--- config.mk ---
export PLATFORM = sky130hd
export DESIGN_NAME = bds_ctrl
export DESIGN_NICKNAME = d
export VERILOG_FILES = /design/src/bds_pkg.sv /design/src/bds_ctrl.sv
export SDC_FILE = /design/constraint.sdc
export NUM_CORES = 1
export LEC_CHECK = 0
export ABC_CLOCK_PERIOD_IN_PS = 4100
export BUFFER_PORTS_ARGS = -buffer_cell sky130_fd_sc_hd__buf_2
export CORE_ASPECT_RATIO = 0.9
export CORE_MARGIN = 5
export CORE_UTILIZATION = 58
export CTS_CLUSTER_SIZE = 16
export DETAILED_ROUTE_END_ITERATION = 6
export PLACE_DENSITY = 0.91
export SLEW_MARGIN = 20
export SYNTH_ARGS = -nofsm -noshare
export SYNTH_HDL_FRONTEND = slang
export SYNTH_SLANG_ARGS = --single-unit
--- constraint.sdc ---
create_clock -name i_clk -period 4.1 [get_ports i_clk]
set_clock_uncertainty 0.1 [all_clocks]
set_input_delay 0.41 -clock i_clk [delete_from_list [all_inputs] [get_ports i_clk]]
set_output_delay 0.41 -clock i_clk [all_outputs]
set_load 0.01 [all_outputs]
--- src/bds_pkg.sv ---
// Shared types and constants of the 2x2 box downsampler.
`timescale 1ns / 1ps

package bds_pkg;

    localparam int CH_W       = 8;          // bits per color channel
    localparam int SUM_W      = CH_W + 1;   // sum of two channel values
    localparam int LINE_W     = 3 * SUM_W;  // one line store entry: three pair sums
    localparam int POS_W      = 11;         // output column / row
    localparam int CFG_W      = 12;         // configuration data
    localparam int CFG_ADDR_W = 1;

    localparam logic [CFG_ADDR_W-1:0] REG_IMAGE_WIDTH  = 1'b0;
    localparam logic [CFG_ADDR_W-1:0] REG_IMAGE_HEIGHT = 1'b1;

    localparam int WIDTH_RESET  = 640;
    localparam int HEIGHT_RESET = 480;

    typedef logic [CH_W-1:0]   t_chan;
    typedef logic [SUM_W-1:0]  t_pair;
    typedef logic [POS_W-1:0]  t_pos;
    typedef logic [CFG_W-1:0]  t_cfg;

    // Item between the front end and the output stage. In pass-through
    // mode the pair fields carry the raw pixel, zero extended.
    typedef struct packed {
        logic  pass;
        t_pair pair_r;
        t_pair pair_g;
        t_pair pair_b;
        t_pos  col;
        t_pos  row;
        logic  last;
    } t_s1;

endpackage

--- src/bds_ctrl.sv ---
// Front end: sizes, raster counters, left pixel, pair sums, line store access.
`timescale 1ns / 1ps

module bds_ctrl #(
    parameter int MAX_WIDTH  = 2048,
    parameter int MAX_HEIGHT = 2048
) (
    input  logic                              i_clk,
    input  logic                              i_rst_n,
    input  logic                              i_cfg_we,
    input  logic [bds_pkg::CFG_ADDR_W-1:0]    i_cfg_addr,
    input  bds_pkg::t_cfg                     i_cfg_data,
    input  logic                              i_pix_valid,
    output logic                              o_pix_ready,
    input  bds_pkg::t_chan                    i_red,
    input  bds_pkg::t_chan                    i_green,
    input  bds_pkg::t_chan                    i_blue,
    input  logic                              i_s1_take,
    output logic                              o_s1_valid,
    output bds_pkg::t_s1                      o_s1,
    output logic                              o_mem_we,
    output logic                              o_mem_re,
    output logic [$clog2(MAX_WIDTH/2)-1:0]    o_mem_addr,
    output logic [bds_pkg::LINE_W-1:0]        o_mem_wdata
);

    localparam int CW  = $clog2(MAX_WIDTH);
    localparam int RW  = $clog2(MAX_HEIGHT);
    localparam int WSW = $clog2(MAX_WIDTH + 1);
    localparam int HSW = $clog2(MAX_HEIGHT + 1);
    localparam int AW  = $clog2(MAX_WIDTH / 2);
    localparam int W_RST = (bds_pkg::WIDTH_RESET > MAX_WIDTH) ? MAX_WIDTH
                                                             : bds_pkg::WIDTH_RESET;
    localparam int H_RST = (bds_pkg::HEIGHT_RESET > MAX_HEIGHT) ? MAX_HEIGHT
                                                               : bds_pkg::HEIGHT_RESET;

    logic [WSW-1:0]   r_width;
    logic [HSW-1:0]   r_height;
    logic [CW-1:0]    r_col;
    logic [RW-1:0]    r_row;
    bds_pkg::t_chan   r_left_r, r_left_g, r_left_b;
    logic             r_s1_valid;
    bds_pkg::t_s1     r_s1;
    bds_pkg::t_s1     n_s1;

    logic             accept;
    logic [31:0]      cfg32;
    logic [WSW-1:0]   c_ext, c_nxt, used_w, w_half, idx_inc;
    logic [HSW-1:0]   r_ext, r_nxt, used_h, h_half, rh_inc;
    logic [CW-2:0]    idx;
    logic [RW-2:0]    rh;
    logic             pass, in_area, col_end, row_end;
    logic             do_left, do_write, do_read;
    bds_pkg::t_pair   pair_r, pair_g, pair_b;

    // ---- configuration, clamped on write: 0 acts as 1, oversize saturates
    assign cfg32 = 32'(i_cfg_data);

    always_ff @(posedge i_clk) begin
        if (!i_rst_n) begin
            r_width  <= WSW'(W_RST);
            r_height <= HSW'(H_RST);
        end else if (i_cfg_we) begin
            unique case (i_cfg_addr)
                bds_pkg::REG_IMAGE_WIDTH: begin
                    if (cfg32 == 32'd0)                   r_width <= WSW'(1);
                    else if (cfg32 > 32'(MAX_WIDTH))      r_width <= WSW'(MAX_WIDTH);
                    else                                  r_width <= WSW'(cfg32);
                end
                bds_pkg::REG_IMAGE_HEIGHT: begin
                    if (cfg32 == 32'd0)                   r_height <= HSW'(1);
                    else if (cfg32 > 32'(MAX_HEIGHT))     r_height <= HSW'(MAX_HEIGHT);
                    else                                  r_height <= HSW'(cfg32);
                end
                default: begin
                end
            endcase
        end
    end

    // ---- position decode
    assign c_ext   = WSW'(r_col);
    assign c_nxt   = c_ext + 1'b1;
    assign r_ext   = HSW'(r_row);
    assign r_nxt   = r_ext + 1'b1;
    assign used_w  = {r_width[WSW-1:1], 1'b0};
    assign used_h  = {r_height[HSW-1:1], 1'b0};
    assign w_half  = r_width >> 1;
    assign h_half  = r_height >> 1;
    assign idx     = r_col[CW-1:1];
    assign rh      = r_row[RW-1:1];
    assign idx_inc = WSW'(idx) + 1'b1;
    assign rh_inc  = HSW'(rh) + 1'b1;

    assign pass    = (r_width <= WSW'(2)) || (r_height <= HSW'(2));
    assign in_area = (c_ext < used_w) && (r_ext < used_h);
    assign col_end = c_nxt >= r_width;
    assign row_end = r_nxt >= r_height;

    assign do_left  = !pass && in_area && !r_col[0];
    assign do_write = !pass && in_area && r_col[0] && !r_row[0];
    assign do_read  = !pass && in_area && r_col[0] && r_row[0];

    assign pair_r = bds_pkg::SUM_W'(r_left_r) + bds_pkg::SUM_W'(i_red);
    assign pair_g = bds_pkg::SUM_W'(r_left_g) + bds_pkg::SUM_W'(i_green);
    assign pair_b = bds_pkg::SUM_W'(r_left_b) + bds_pkg::SUM_W'(i_blue);

    assign o_pix_ready = !r_s1_valid || i_s1_take;
    assign accept      = i_pix_valid && o_pix_ready;

    // ---- line store: even rows write, odd rows read the same column pair.
    // A write and a read of one entry are always at least a row apart.
    assign o_mem_we    = accept && do_write;
    assign o_mem_re    = accept && do_read;
    assign o_mem_addr  = idx[AW-1:0];
    assign o_mem_wdata = {pair_b, pair_g, pair_r};

    // ---- raster counters and left pixel
    always_ff @(posedge i_clk) begin
        if (!i_rst_n) begin
            r_col    <= '0;
            r_row    <= '0;
            r_left_r <= '0;
            r_left_g <= '0;
            r_left_b <= '0;
        end else if (accept) begin
            if (col_end) begin
                r_col <= '0;
                r_row <= row_end ? '0 : RW'(r_nxt);
            end else begin
                r_col <= CW'(c_nxt);
                if (r_ext >= r_height) begin
                    r_row <= '0;
                end
            end
            if (do_left) begin
                r_left_r <= i_red;
                r_left_g <= i_green;
                r_left_b <= i_blue;
            end
        end
    end

    // ---- stage 1: result meta, lines up with line store read data
    always_comb begin
        n_s1 = '0;
        if (pass) begin
            n_s1.pass   = 1'b1;
            n_s1.pair_r = bds_pkg::SUM_W'(i_red);
            n_s1.pair_g = bds_pkg::SUM_W'(i_green);
            n_s1.pair_b = bds_pkg::SUM_W'(i_blue);
            n_s1.col    = bds_pkg::t_pos'(r_col);
            n_s1.row    = bds_pkg::t_pos'(r_row);
            n_s1.last   = col_end && row_end;
        end else begin
            n_s1.pass   = 1'b0;
            n_s1.pair_r = pair_r;
            n_s1.pair_g = pair_g;
            n_s1.pair_b = pair_b;
            n_s1.col    = bds_pkg::t_pos'(idx);
            n_s1.row    = bds_pkg::t_pos'(rh);
            n_s1.last   = (idx_inc >= w_half) && (rh_inc >= h_half);
        end
    end

    always_ff @(posedge i_clk) begin
        if (!i_rst_n) begin
            r_s1_valid <= 1'b0;
        end else if (o_pix_ready) begin
            r_s1_valid <= accept && (pass || do_read);
        end
    end

    always_ff @(posedge i_clk) begin
        if (accept) begin
            r_s1 <= n_s1;
        end
    end

    assign o_s1_valid = r_s1_valid;
    assign o_s1       = r_s1;

    // ---- checks
    a_no_rw_same_cycle: assert property (@(posedge i_clk) disable iff (!i_rst_n)
        !(o_mem_we && o_mem_re))
        else $error("line store read and write in one cycle");

    a_read_gives_result: assert property (@(posedge i_clk) disable iff (!i_rst_n)
        o_mem_re |=> r_s1_valid)
        else $error("line store read without a result in stage 1");

    a_write_no_result: assert property (@(posedge i_clk) disable iff (!i_rst_n)
        o_mem_we |=> !r_s1_valid)
        else $error("even-row item left a result in stage 1");

    a_stall_only_when_full: assert property (@(posedge i_clk) disable iff (!i_rst_n)
        !o_pix_ready |-> (r_s1_valid && !i_s1_take))
        else $error("input stalled while stage 1 can move");

endmodule

==> impl_metrics.tcl <==
set metrics [dict create \
    outcome "completed" \
    area.growth.synth_to_final_pct 16.0 \
    dpl.cell_count 1159 \
    r2r-start "r_col[2]" \
    std_cell_rows 40 \
    post_synth.cell_area_avg_um2 8.90 \
    fin_hold_ws_ns 0.163 \
    hold_path.class "input pin to flip-flop" \
    cts_made_buffers 17 \
    fin_crit_sh_pct 88.6 \
    grt_overflow_total 0 \
    pwr-share-comb_pct 15.7 \
    clk_root_buffer_cell "sky130_fd_sc_hd__clkbuf_16" \
    hold_buffers 0 \
    reg2reg_slack_ns 0.47 \
    clockBufferDepth 2 \
    dieHeight_um 122 \
    area_post_placement_um2 8710 \
    first_pass_grt_wire_length_um 34900 \
    synthesis.area_um2 8070 \
    hold_depth 3 \
    final_area_um2 9360 \
    worst_case_hold_path_end_point "r_left_r[7]" \
    groute.usage.overall_pct 26.8 \
    pin_count_of_the_biggest_net_entering_global_routing 64 \
    final_cells 1191 \
    timing.final.crit_period_ns 3.63 \
    yosys.cell_types.count 59 \
    postSynthCellCount 907 \
    power.share.sequential_pct 38.7 \
    worstSkewPairLatency_ns 0.42 \
    via_count_of_the_first_global_routing_pass 7022 \
    synth-edff-count 51 \
    diodes 0 \
    clkSinkCount 122 \
    swShare_pct 26.2 \
    count_of_endpoints_failing_hold_in_the_final_timing_report 0 \
    synth_seq_cells 122 \
    max_slew.worst_pin.slew_ns 1.04 \
    synth_area_leaders "sky130_fd_sc_hd__edfxtp_1 19%, sky130_fd_sc_hd__dfxtp_1 18%, sky130_fd_sc_hd__ha_1 15%, sky130_fd_sc_hd__nand2_1 8.8%, sky130_fd_sc_hd__a21oi_1 3.7%" \
    ir_drop_uv 190 \
    detailroute.via_count 7219 \
    postSynth.asyncResetShare_pct 0 \
    cts.htree.levels 4 \
    worst_r2r_path_depth 13 \
    post-synth-top-area-cell "sky130_fd_sc_hd__edfxtp_1" \
    reg_to_reg_endpoint "r_col[5]" \
    slew_viol_final 0 \
    die_area_um2 16400 \
    placeableCoreArea_um2 13500 \
    cp_data_arrival_time_ns 3.87 \
    pwr_density_cell_nw_per_um2 384 \
    netlist.area_leader.share_pct 19.0 \
    totalWireLength_um 22000 \
    ys_seq_area_share_pct 36.6 \
    worst_path_maximum_fanout 11 \
    clkTransAtPathRegs_ns 0.06 \
    synthesis.yosys.warnings 0 \
    crit_required_ns 4.33 \
    cts_post_setup_buffers_inserted 0 \
    grt_setup_unrepaired "no" \
    total_switching_power_uw 941 \
    num-nets-final 1151 \
    drt_first_pass_iters 5 \
    floorplan.io_pins 134 \
    initial_cell_density_of_the_core_pct 59.7 \
    place_hpwl_um 15100 \
    hp-start "i_red[7]" \
    mappedNetlistNets 1048 \
    drt_iter0_drc 826 \
    tritoncts "yes" \
    worst_slew_margin_rel_pct 30.4 \
    timing.setup.critical_path_class "flip-flop to flip-flop" \
    max_cap_violations 0 \
    initial_antenna_violation_count 0 \
    setup_viol_count_final 0 \
    routabilityCongestion 0.906 \
    via_per_inst 6.06 \
    launching_element_type_of_the_critical_path "flip-flop" \
    ctsResizeCount 0 \
    power_leakage_nw 4.31 \
    setup_tns_ns 0 \
    placement.io_buffers 133 \
    post-route-drc-count 0 \
    max_freq_mhz 275 \
    antenna_violating_nets_post_route 0 \
    power.share.clock_pct 45.6 \
    crit_path_end_kind "flip-flop" \
    final_util_pct 69.3 \
    final_layout_size_suffix_gt1_share_pct 19.7 \
    p_int_mw 2.65 \
    floorplan.die.width_um 134 \
    synth_ff_type "sky130_fd_sc_hd__dfxtp_1" \
    post_drt_wl_per_cell_um 18.4 \
]
[layout make-up]
cell class                 count  area [um2]
multi-input combinational    674        4620
inverter                      56         210
clock inverter                13         188
fill                         956        4160
timing repair buffer         139         711
tap                          168         210
clock buffer                  19         464
sequential                   122        2950
[critical path: stages, from the launching register on]
cell and delay, ns:
sky130_fd_sc_hd__dfxtp_1 0.53, sky130_fd_sc_hd__ha_1 0.27, sky130_fd_sc_hd__and3_1 0.23, sky130_fd_sc_hd__and3_1 0.27, sky130_fd_sc_hd__nand3_1 0.15, sky130_fd_sc_hd__nor2_1 0.25
sky130_fd_sc_hd__xor2_1 0.17, sky130_fd_sc_hd__ha_1 0.26, sky130_fd_sc_hd__a21o_1 0.19, sky130_fd_sc_hd__a21o_1 0.17, sky130_fd_sc_hd__a21oi_1 0.20, sky130_fd_sc_hd__o21a_1 0.43
sky130_fd_sc_hd__nand3_1 0.14, sky130_fd_sc_hd__a21oi_1 0.17
[sequential cells by signal (all words and copies together) (netlist names)]
register / count
o_s1: 51
o_s1_valid: 1
r_col: 11
r_height: 12
r_left_b: 8
r_left_g: 8
r_left_r: 8
r_row: 11
r_width: 12
[cells in the mapped netlist (all sizes together), types with 26 or more instances]
| library cell | number |
|---|---|
| nand2 | 191 |
| ha | 96 |
| dfxtp | 71 |
| a21oi | 59 |
| inv | 56 |
| edfxtp | 51 |
| o21ai | 37 |
| xnor2 | 32 |
| nor2 | 30 |
| buf | 29 |
| clkbuf | 26 |
[worst max path at each step]
stage,startpoint,to,slack [ns],depth (start not counted)
2_1_floorplan,r_col[2],r_row[0],0.80,14
3_3_place_gp,r_col[2],r_row[0],0.69,13
3_5_place_dp,r_col[2],r_row[0],0.55,13
4_1_cts,r_col[2],r_row[0],0.53,13
5_1_grt,r_col[2],r_col[9],0.20,13
6_report,r_col[2],r_col[5],0.47,13
[layout by cell type (no fill, tap or decap), drive strengths merged, types with 3 or more instances in the layout]
master	count
nand2b	6
xor2	13
a21boi	3
bufinv	4
edfxtp	51
o2111ai	4
dfxtp	71
inv	58
a211oi	6
a21oi	59
nand2	191
ha	96
and3	9
nor2	30
nor2b	12
o21a	12
clkinv	6
a21o	15
a22o	7
and4	4
nor3	12
nand4	10
o21ai	37
nand3b	6
buf	139
and2	4
xnor2	32
o211ai	8
mux2	15
nor4	11
fa	3
mux2i	24
nand3	24
clkbuf	19
[power groups by stage]
stage	Clock, mW	Sequential (mW)	Combinational, mW
2_1_floorplan	0	1.43	0.336
3_3_place_gp	0	1.41	0.531
3_5_place_dp	0	1.41	0.548
4_1_cts	1.64	1.39	0.561
5_1_grt	1.70	1.40	0.618
6_report	1.64	1.39	0.564
[cell families (layout without fill, tap and decap cells)]
family,Yosys count,after routing,synth area share (%)
and+or+nand+nor,323,323,18.2
buffers and inverters,111,227,6.12
muxes,39,39,5.12
adders and majority gates,99,99,15.6
xor gates and xnor gates,45,45,4.88
DFF,122,122,36.6
AOI/OAI and AO/OA,168,168,13.5
[metal layers]
layer / track usage [%] / share of wire, % / routed length, um
met5: 0 / 0 / 0
met4: 15.8 / 5.2 / 1150
met3: 5.41 / 7.7 / 1690
met2: 43.8 / 47 / 10200
met1: 32.9 / 40 / 8890
[stage by stage]
stage / total power, mW / setup slack, ns
2_1_floorplan: 1.77 / 0.803
3_3_place_gp: 1.94 / 0.694
3_5_place_dp: 1.96 / 0.551
4_1_cts: 3.59 / 0.529
5_1_grt: 3.71 / 0.204
6_report: 3.60 / 0.467
No activity file was read; power rests on OpenSTA's default activity.
