`config.mk`:
```
export PLATFORM = sky130hd
export DESIGN_NAME = bds_out
export DESIGN_NICKNAME = d
export VERILOG_FILES = /design/src/bds_pkg.sv /design/src/bds_out.sv
export SDC_FILE = /design/constraint.sdc
export NUM_CORES = 1
export LEC_CHECK = 0
export BUFFER_PORTS_ARGS = -buffer_cell sky130_fd_sc_hd__buf_4
export CORE_MARGIN = 2
export CORE_UTILIZATION = 51
export DETAILED_ROUTE_END_ITERATION = 8
export HOLD_SLACK_MARGIN = 0.03
export PLACE_DENSITY = 0.86
export REMOVE_ABC_BUFFERS = 1
export SLEW_MARGIN = 15
export SYNTH_ARGS = -nofsm -noshare
export SYNTH_HDL_FRONTEND = slang
export SYNTH_SLANG_ARGS = --single-unit
```
`constraint.sdc`:
```
create_clock -name i_clk -period 2.9 [get_ports i_clk]
set_input_delay 0.435 -clock i_clk [delete_from_list [all_inputs] [get_ports i_clk]]
set_output_delay 0.435 -clock i_clk [all_outputs]
set_load 0.01 [all_outputs]
```
`src/bds_pkg.sv`:
```
// Shared types and constants of the 2x2 box downsampler.
`timescale 1ns / 1ps

package bds_pkg;

    localparam int CH_W       = 8;          // bits per color channel
    localparam int SUM_W      = CH_W + 1;   // sum of two channel values
    localparam int LINE_W     = 3 * SUM_W;  // one line store entry: three pair sums
    localparam int POS_W      = 11;         // output column / row
    localparam int CFG_W      = 12;         // configuration data
    localparam int CFG_ADDR_W = 1;

    localparam logic [CFG_ADDR_W-1:0] REG_IMAGE_WIDTH  = 1'b0;
    localparam logic [CFG_ADDR_W-1:0] REG_IMAGE_HEIGHT = 1'b1;

    localparam int WIDTH_RESET  = 640;
    localparam int HEIGHT_RESET = 480;

    typedef logic [CH_W-1:0]   t_chan;
    typedef logic [SUM_W-1:0]  t_pair;
    typedef logic [POS_W-1:0]  t_pos;
    typedef logic [CFG_W-1:0]  t_cfg;

    // Item between the front end and the output stage. In pass-through
    // mode the pair fields carry the raw pixel, zero extended.
    typedef struct packed {
        logic  pass;
        t_pair pair_r;
        t_pair pair_g;
        t_pair pair_b;
        t_pos  col;
        t_pos  row;
        logic  last;
    } t_s1;

endpackage

```
`src/bds_out.sv`:
```
// Output stage: vertical add of pair sums, divide by four (raw pixel in pass-through), output register.
`timescale 1ns / 1ps

module bds_out (
    input  logic                       i_clk,
    input  logic                       i_rst_n,
    input  logic                       i_s1_valid,
    input  bds_pkg::t_s1               i_s1,
    input  logic [bds_pkg::LINE_W-1:0] i_above,
    output logic                       o_s1_take,
    output logic                       o_valid,
    input  logic                       i_ready,
    output bds_pkg::t_chan             o_red,
    output bds_pkg::t_chan             o_green,
    output bds_pkg::t_chan             o_blue,
    output bds_pkg::t_pos              o_col,
    output bds_pkg::t_pos              o_row,
    output logic                       o_last
);

    localparam int SW = bds_pkg::SUM_W;

    logic [SW:0]    sum_r, sum_g, sum_b;
    bds_pkg::t_chan n_red, n_green, n_blue;
    logic           r_valid;
    bds_pkg::t_chan r_red, r_green, r_blue;
    bds_pkg::t_pos  r_col, r_row;
    logic           r_last;

    assign sum_r = {1'b0, i_above[SW-1:0]}      + {1'b0, i_s1.pair_r};
    assign sum_g = {1'b0, i_above[2*SW-1:SW]}   + {1'b0, i_s1.pair_g};
    assign sum_b = {1'b0, i_above[3*SW-1:2*SW]} + {1'b0, i_s1.pair_b};

    // truncated mean of four = sum >> 2
    assign n_red   = i_s1.pass ? i_s1.pair_r[bds_pkg::CH_W-1:0] : sum_r[SW:2];
    assign n_green = i_s1.pass ? i_s1.pair_g[bds_pkg::CH_W-1:0] : sum_g[SW:2];
    assign n_blue  = i_s1.pass ? i_s1.pair_b[bds_pkg::CH_W-1:0] : sum_b[SW:2];

    assign o_s1_take = !r_valid || i_ready;

    always_ff @(posedge i_clk) begin
        if (!i_rst_n) begin
            r_valid <= 1'b0;
        end else if (o_s1_take) begin
            r_valid <= i_s1_valid;
        end
    end

    always_ff @(posedge i_clk) begin
        if (o_s1_take && i_s1_valid) begin
            r_red   <= n_red;
            r_green <= n_green;
            r_blue  <= n_blue;
            r_col   <= i_s1.col;
            r_row   <= i_s1.row;
            r_last  <= i_s1.last;
        end
    end

    assign o_valid = r_valid;
    assign o_red   = r_red;
    assign o_green = r_green;
    assign o_blue  = r_blue;
    assign o_col   = r_col;
    assign o_row   = r_row;
    assign o_last  = r_last;

endmodule

```
==> results of run 1 <==
-- cell type report --
type / count / share of cell area
inverters: 10 / 0.00952
clock buffers: 6 / 0.0209
multi-input cells: 181 / 0.331
repair buffers: 131 / 0.249
clock inverters: 2 / 0.00381
well taps: 70 / 0.0222
flip-flops and latches: 48 / 0.363
-- routing by layer --
| layer | wire, um | vias to the layer above | share of wire | global-route usage |
|---|---|---|---|---|
| li1 | - | 1230 | - | - |
| met1 | 2760 | 1156 | 0.40 | 0.269 |
| met2 | 3400 | 124 | 0.50 | 0.397 |
| met3 | 588 | 8 | 0.086 | 0.0655 |
| met4 | 106 | 0 | 0.015 | 0.0561 |
| met5 | 0 | - | 0 | 0 |
-- power groups by stage --
stage	Sequential, uW	Clock, uW	Combinational [uW]
after floorplan	888	0	209
after global placement	860	0	445
after detailed placement	861	0	459
after CTS	847	416	460
after global routing	851	439	506
final	846	406	461
-- state kept, by name, indices dropped and copies added (netlist names) --
register and flops:
o_col 11, o_last 1, o_green 8, o_row 11, o_blue 8, o_red 8, o_valid 1
-- synthesized netlist by cell type, types with 5 or more instances --
library cell  number
or3_1              7
nor3b_1            5
and2_1             5
nand3_1            9
o31ai_1            6
o21ai_0           17
inv_1              9
nor2_1            11
nor3_1             7
ha_1              24
nand2_1           17
edfxtp_1          47
a21oi_1           13
nand4_1            6
buf_2              5
-- metrics by stage --
stage / utilization / instances / hold WS, ns
after floorplan: - / 239 / 0.534
after global placement: 0.739 / 440 / 0.515
after detailed placement: 0.739 / 440 / 0.537
after CTS: 0.757 / 448 / 0.308
after global routing: 0.757 / 448 / 0.291
final: 0.757 / 448 / 0.313
-- cells by family after synthesis --
kind of cell	share of synthesized area
adder cells (fa/ha/maj)	0.107
flip-flops	0.511
XOR/XNOR	0.00313
buffers and inverters	0.0237
AO/OA/AOI/OAI	0.174
AND/OR/NAND/NOR	0.181
-- path summary, 6_finish.rpt --
path / endpoint / slack (ns) / depth (start not counted)
min reg2reg: o_valid / 0.55 / 2
max: o_blue[6] / 1.01 / 6
min: o_col[5] / 0.31 / 1
max reg2reg: o_green[7] / 1.45 / 3
==> results.toml, run 1 <==
[clocking]
postCtsHoldBufs = 0
cts_tree = "yes"
clockRootBuffer = "clkbuf_8"
cts_max_level = 2
cts_buffer_depth = 2
clkLatencyLatePin_ns = 0.29
clkTransAtPathRegs_ns = 0.08
post_cts_resized = 0
cts_setup_buffers = 0
cts_buffers = 5
clock_sinks = 48

[critical_path]
worstSetupStartpointType = "primary input"
crit_path_top_delay_cell = "ha_1"
cp.required_ns = 2.95
worstSetupPathType = "in -> reg"
rr_startpoint = "o_valid"
critPathTopFamily = "compound AO/OA/AOI/OAI gates"
startpoint = "i_s1[28]"
endpoint_kind = "flop"
cpPeakStageDelay_ns = 0.36
path_cells = "buf_4 -> ha_1 -> a21o_1 -> a31o_1 -> a2111oi_1 -> and3b_1"
worst-path-buf-inv = 1
worst-path-max-fanout = 6
cp_data_arrival_time_ns = 1.94

[cells_and_area]
syn2layout_area_growth_pct = 40.7
layout-drive-gt1-share = 0.402
final_area_um2 = 3940
layout_commonest_cell = "buf_4"
fill_cells = 354
final_cell_mix = "buf_4, edfxtp_1, ha_1"
register_area_um2 = 1430
diodes = 0
multi_input_area_um2 = 1310
nets = 483

[sta]
drv_slew = 0
max_slew_margin = 0.644
rsz0062_at_grt = "false"
finalSetupViolCount = 0
tns_ns = 0
final_hold_viol_count = 0
fmax_mhz = 528
worst_slack_ns = 1.01
min_period_ns = 1.89
finClkSkew_ns = 0.00543
fin_crit_sh = 0.653
worst_pin_slew_ns = 0.532

[synthesis]
synth-seq-cells = 48
yosys_warnings = 0
ys_top_cells_by_area = "edfxtp_1, ha_1, o21ai_0"
synth_edf_count = 47
yosysSeqAreaShare = 0.511
netlist.top_cell.by_area = "edfxtp_1"
avgSynthCellArea_um2 = 11.4
synth_area_um2 = 2800
ys_types = 49
yosysTopAreaCellShare = 0.504
async_reset_ff_frac = 0
synth_flop_cell = "edfxtp_1"
synthCells = 245

[placement]
place_ws_ns = 0.700
io_buffers = 130
post-dp-hpwl_mm = 5.40
placed_area_um2 = 3840
place.gp.congestion = 0.822

[power_and_ir_drop]
p_leak_uw = 0.00171
ir_drop_mv = 0.222
power_uw = 1710
p_int_uw = 1260
p_switching_uw = 454
clockPowerShare = 0.237
power_frac_seq = 0.494
swShare = 0.265
power_frac_comb = 0.269
powerDensity_nw_per_um2 = 435

[routing]
vias = 2518
antenna_left = 0
route.detailed.drc = 0
via_per_inst = 5.62
wl_mm = 6.86
drt_iter0_drc = 109
drtPass1Iterations = 4
routedWlPerCell_um = 15.3

[floorplanning]
std_cell_rows = 26
die_height_um = 78.1
core_area_um2 = 5200
die_area_um2 = 6100
io_pins = 131
start_util = 0.538
die_x_um = 78.1

[grt]
grt_pass1_wl_mm = 10.8
antenna_found_initial = 0
track_usage = 0.224
grt_max_degree = 55
grt_pass1_vias = 2356
overflow = 0

[min_path]
hp-start = "i_s1[17]"
hold_path_class = "in -> reg"

[run]
drv_cap = 0

[run_status]
status = "finished clean"
No activity file was read; power rests on OpenSTA's default activity.
==> run 2, diff against run 1 <==
Settings changed: CORE_UTILIZATION 51 to 47, PLACE_DENSITY 0.86 to 0.81.
Clock period 2.9 ns to 1.8 ns, I/O delays scaled along.
==> run 2 against run 1 <==
Against the previous run:
- final cell count up 6.3%
- sequential cell count stayed put
- sequential power is 61% higher
- largest cell class unchanged
- first-iteration DRC count up 55%
- combinational power up 78%
- highest routed layer unchanged
- global-route usage grew 1.4 points
==> results.toml, run 2 (synthesis results as in run 1) <==
[clocking]
clock_sinks = 48
cts_max_level = 2
clkLatencyLatePin_ns = 0.31
clkTransAtPathRegs_ns = 0.09
clockRootBuffer = "clkbuf_8"
cts_tree = "yes"
cts_setup_buffers = 0
cts_buffer_depth = 2
cts_buffers = 5

[routing]
drt_iter0_drc = 169
vias = 2621
route.detailed.drc = 0
antenna_left = 0
wl_mm = 7.80
routedWlPerCell_um = 16.4
drtPass1Iterations = 4
via_per_inst = 5.51

[cells_and_area]
layout-drive-gt1-share = 0.436
register_area_um2 = 1430
diodes = 0
final_cell_mix = "buf_4, edfxtp_1, ha_1"
multi_input_area_um2 = 1310
layout_commonest_cell = "buf_4"
nets = 506
syn2layout_area_growth_pct = 47.8
final_area_um2 = 4140
fill_cells = 412

[floorplanning]
std_cell_rows = 28
die_area_um2 = 6590
die_x_um = 81.2
core_area_um2 = 5850
io_pins = 131
die_height_um = 81.2
start_util = 0.479

[sta]
drv_slew = 0
finClkSkew_ns = 0.00546
fin_crit_sh = 0.910
fmax_mhz = 610
worst_pin_slew_ns = 0.465
tns_ns = 0
rsz0062_at_grt = "false"
min_period_ns = 1.64
worst_slack_ns = 0.162
final_hold_viol_count = 0
finalSetupViolCount = 0
max_slew_margin = 0.690

[min_path]
hold_path_class = "in -> reg"

[critical_path]
worst-path-max-fanout = 4
worstSetupPathType = "in -> reg"
endpoint_kind = "flop"
worstSetupStartpointType = "primary input"
cp.required_ns = 1.87
cp_data_arrival_time_ns = 1.71

[power_and_ir_drop]
p_leak_uw = 0.00182
powerDensity_nw_per_um2 = 680
ir_drop_mv = 0.429

[run]
drv_cap = 0

[grt]
overflow = 0
grt_pass1_vias = 2534
grt_pass1_wl_mm = 11.9
grt_max_degree = 48
track_usage = 0.238
antenna_found_initial = 0

[placement]
post-dp-hpwl_mm = 6.31
place_ws_ns = -0.187
io_buffers = 130
place.gp.congestion = 0.830
placed_area_um2 = 4050

[run_status]
status = "finished clean"
run 2: metrics by stage:
| step | utilization | hold WS (ns) | cells | power, uW |
|---|---|---|---|---|
| floorplan | - | 0.369 | 239 | 1770 |
| detailed placement | 0.692 | 0.450 | 468 | 2200 |
| CTS | 0.707 | 0.130 | 476 | 2830 |
| global route | 0.708 | 0.127 | 476 | 2950 |
| global placement | 0.692 | 0.448 | 468 | 2170 |
| finish | 0.708 | 0.136 | 476 | 2820 |
run 2: final cells by class:
class | count | area share
clock buffers | 5 | 0.0166
well taps | 75 | 0.0227
flip-flops and latches | 48 | 0.346
repair buffers | 154 | 0.285
clock inverters | 3 | 0.00453
multi-input cells | 181 | 0.316
inverters | 10 | 0.00906
run 2: path summary, 6_finish.rpt:
path	depth (start not counted)	endpoint	start	slack (ns)
max	6	o_red[2]	i_s1[43]	0.16
min	1	o_row[4]	i_s1[5]	0.14
max reg2reg	3	o_col[8]	o_valid	0.59
min reg2reg	2	o_valid	o_valid	0.59
run 2: report_power, final:
| part | switching [uW] | total [uW] | internal (uW) |
|---|---|---|---|
| Combinational | 388 | 822 | 435 |
| Sequential | 25.4 | 1360 | 1340 |
| Clock | 366 | 634 | 268 |
run 2: routing by layer:
layer  track usage  vias up  wire [um]
li1              -     1276          -
met2         0.431      120       3970
met4         0.102        0        199
met3        0.0778       19        765
met1         0.252     1206       2870
met5             0        -          0
run 2: what timing repair did:
action / 4_1_cts / 5_1_grt
hold buffers: 0 / 0
gates resized for setup: 0 / 1
setup endpoints to repair: 0 / 1
run 2: worst max-delay path: stages:
cell and delay [ns]:
buf_4 0.12, ha_1 0.33, a21oi_2 0.23, a21boi_0 0.18
or3_1 0.33, a31o_2 0.25
==> run 3, diff against run 2 <==
Settings changed: CORE_UTILIZATION 47 to 52, CTS_BUF_LIST set to sky130_fd_sc_hd__clkbuf_4 sky130_fd_sc_hd__clkbuf_8, PLACE_DENSITY 0.81 to 0.88.
Clock period 1.8 ns to 2 ns, I/O delays scaled along.
==> run 3 against run 2 <==
Against the previous run:
- combinational power shrank 16%
- critical path depth did not move
- clock-buffer cell count increased by 1
- first-iteration DRC count fell by 32%
- via count is 2.9% lower
- clock power increased by 14%
- core utilization increased by 7.7 points
- routed wire length shrank 9.9%
- critical path type unchanged
- largest cell class unchanged
==> results.toml, run 3 (synthesis results as in run 1) <==
[routing]
route.detailed.drc = 0
routedWlPerCell_um = 15.4
via_per_inst = 5.57
wl_mm = 7.03
antenna_left = 0
drtPass1Iterations = 4
vias = 2546
drt_iter0_drc = 115

[critical_path]
worst-path-max-fanout = 4
cp.required_ns = 2.06
worstSetupPathType = "in -> reg"
endpoint_kind = "flop"
cp_data_arrival_time_ns = 1.79
worstSetupStartpointType = "primary input"

[sta]
finalSetupViolCount = 0
min_period_ns = 1.73
tns_ns = 0
drv_slew = 0
finClkSkew_ns = 0.00644
fmax_mhz = 577
whs_ns = 0.180
final_hold_viol_count = 0
rsz0062_at_grt = "false"
max_slew_margin = 0.721
worst_pin_slew_ns = 0.419
fin_crit_sh = 0.867

[power_and_ir_drop]
powerDensity_nw_per_um2 = 654
ir_drop_mv = 0.400
p_switching_uw = 670
power_frac_comb = 0.263
power_frac_seq = 0.463
clockPowerShare = 0.274
swShare = 0.254
p_int_uw = 1970
p_leak_uw = 0.00177

[cells_and_area]
diodes = 0
nets = 492
final_area_um2 = 4030
layout_commonest_cell = "buf_4"
syn2layout_area_growth_pct = 44.0
fill_cells = 357
final_cell_mix = "buf_4, edfxtp_1, ha_1"
layout-drive-gt1-share = 0.416

[run]
drv_cap = 0

[grt]
grt_pass1_wl_mm = 11.2
antenna_found_initial = 0
overflow = 0
track_usage = 0.235
grt_max_degree = 27
grt_pass1_vias = 2467

[floorplanning]
start_util = 0.545
core_area_um2 = 5140
die_height_um = 77.4
io_pins = 131
die_area_um2 = 5990
die_x_um = 77.4
std_cell_rows = 26

[clocking]
cts_tree = "yes"
clkTransAtPathRegs_ns = 0.09
cts_buffers = 5
cts_buffer_depth = 2
clockRootBuffer = "clkbuf_8"
postCtsHoldBufs = 0
cts_max_level = 2
clock_sinks = 48
clkLatencyLatePin_ns = 0.29
post_cts_resized = 0
cts_setup_buffers = 0

[placement]
placed_area_um2 = 3910
post-dp-hpwl_mm = 5.70
place.gp.congestion = 0.816
io_buffers = 130

[run_status]
status = "finished clean"

[min_path]
hold_path_class = "in -> reg"
[run 3: power groups by stage]
stage / Clock [uW] / Combinational [uW] / Sequential (uW)
global placement: 0 / 666 / 1240
detailed placement: 0 / 691 / 1250
floorplan: 0 / 303 / 1290
finish: 723 / 694 / 1220
CTS: 736 / 694 / 1220
global route: 772 / 760 / 1230
[run 3: final timing paths]
path / startpoint / endpoint / slack (ns) / cells after the start
worst max-delay path: i_s1[43] / o_red[2] / 0.27 / 6
worst min-delay path: i_s1[8] / o_row[7] / 0.18 / 1
worst max register to register: o_valid / o_blue[0] / 0.76 / 3
worst min register to register: o_valid / o_valid / 0.58 / 2
[run 3: layout make-up]
type,instances,area (um^2),share of cell area
clock buffer,6,82.6,0.0205
inverter,10,37.5,0.00931
sequential,48,1430,0.355
clock inverter,2,38.8,0.00962
multi-input combinational,181,1310,0.324
timing repair buffer,140,1050,0.261
tap,70,87.6,0.0217
[run 3: worst max-delay path, stage by stage]
cell      delay [ns]
buf_4           0.11
ha_1            0.35
a21oi_2         0.24
a21boi_0        0.18
or3_1           0.35
a31o_2          0.25
[run 3: stage by stage]
| stage | total power, uW | util | setup slack, ns | std cells |
|---|---|---|---|---|
| floorplan | 1590 | - | -0.0485 | 239 |
| global placement | 1910 | 0.761 | 0.0350 | 449 |
| detailed placement | 1940 | 0.761 | -0.0153 | 449 |
| CTS | 2650 | 0.785 | 0.290 | 457 |
| global route | 2760 | 0.785 | 0.0696 | 457 |
| finish | 2640 | 0.785 | 0.266 | 457 |
[run 3: layer usage]
| metal | GRT usage | up-vias | part of all wire |
|---|---|---|---|
| met1 | 0.272 | 1194 | 0.40 |
| met2 | 0.437 | 107 | 0.52 |
| li1 | - | 1243 | - |
| met4 | 0.0607 | 0 | 0.0074 |
| met3 | 0.0547 | 2 | 0.073 |
| met5 | 0 | - | 0 |
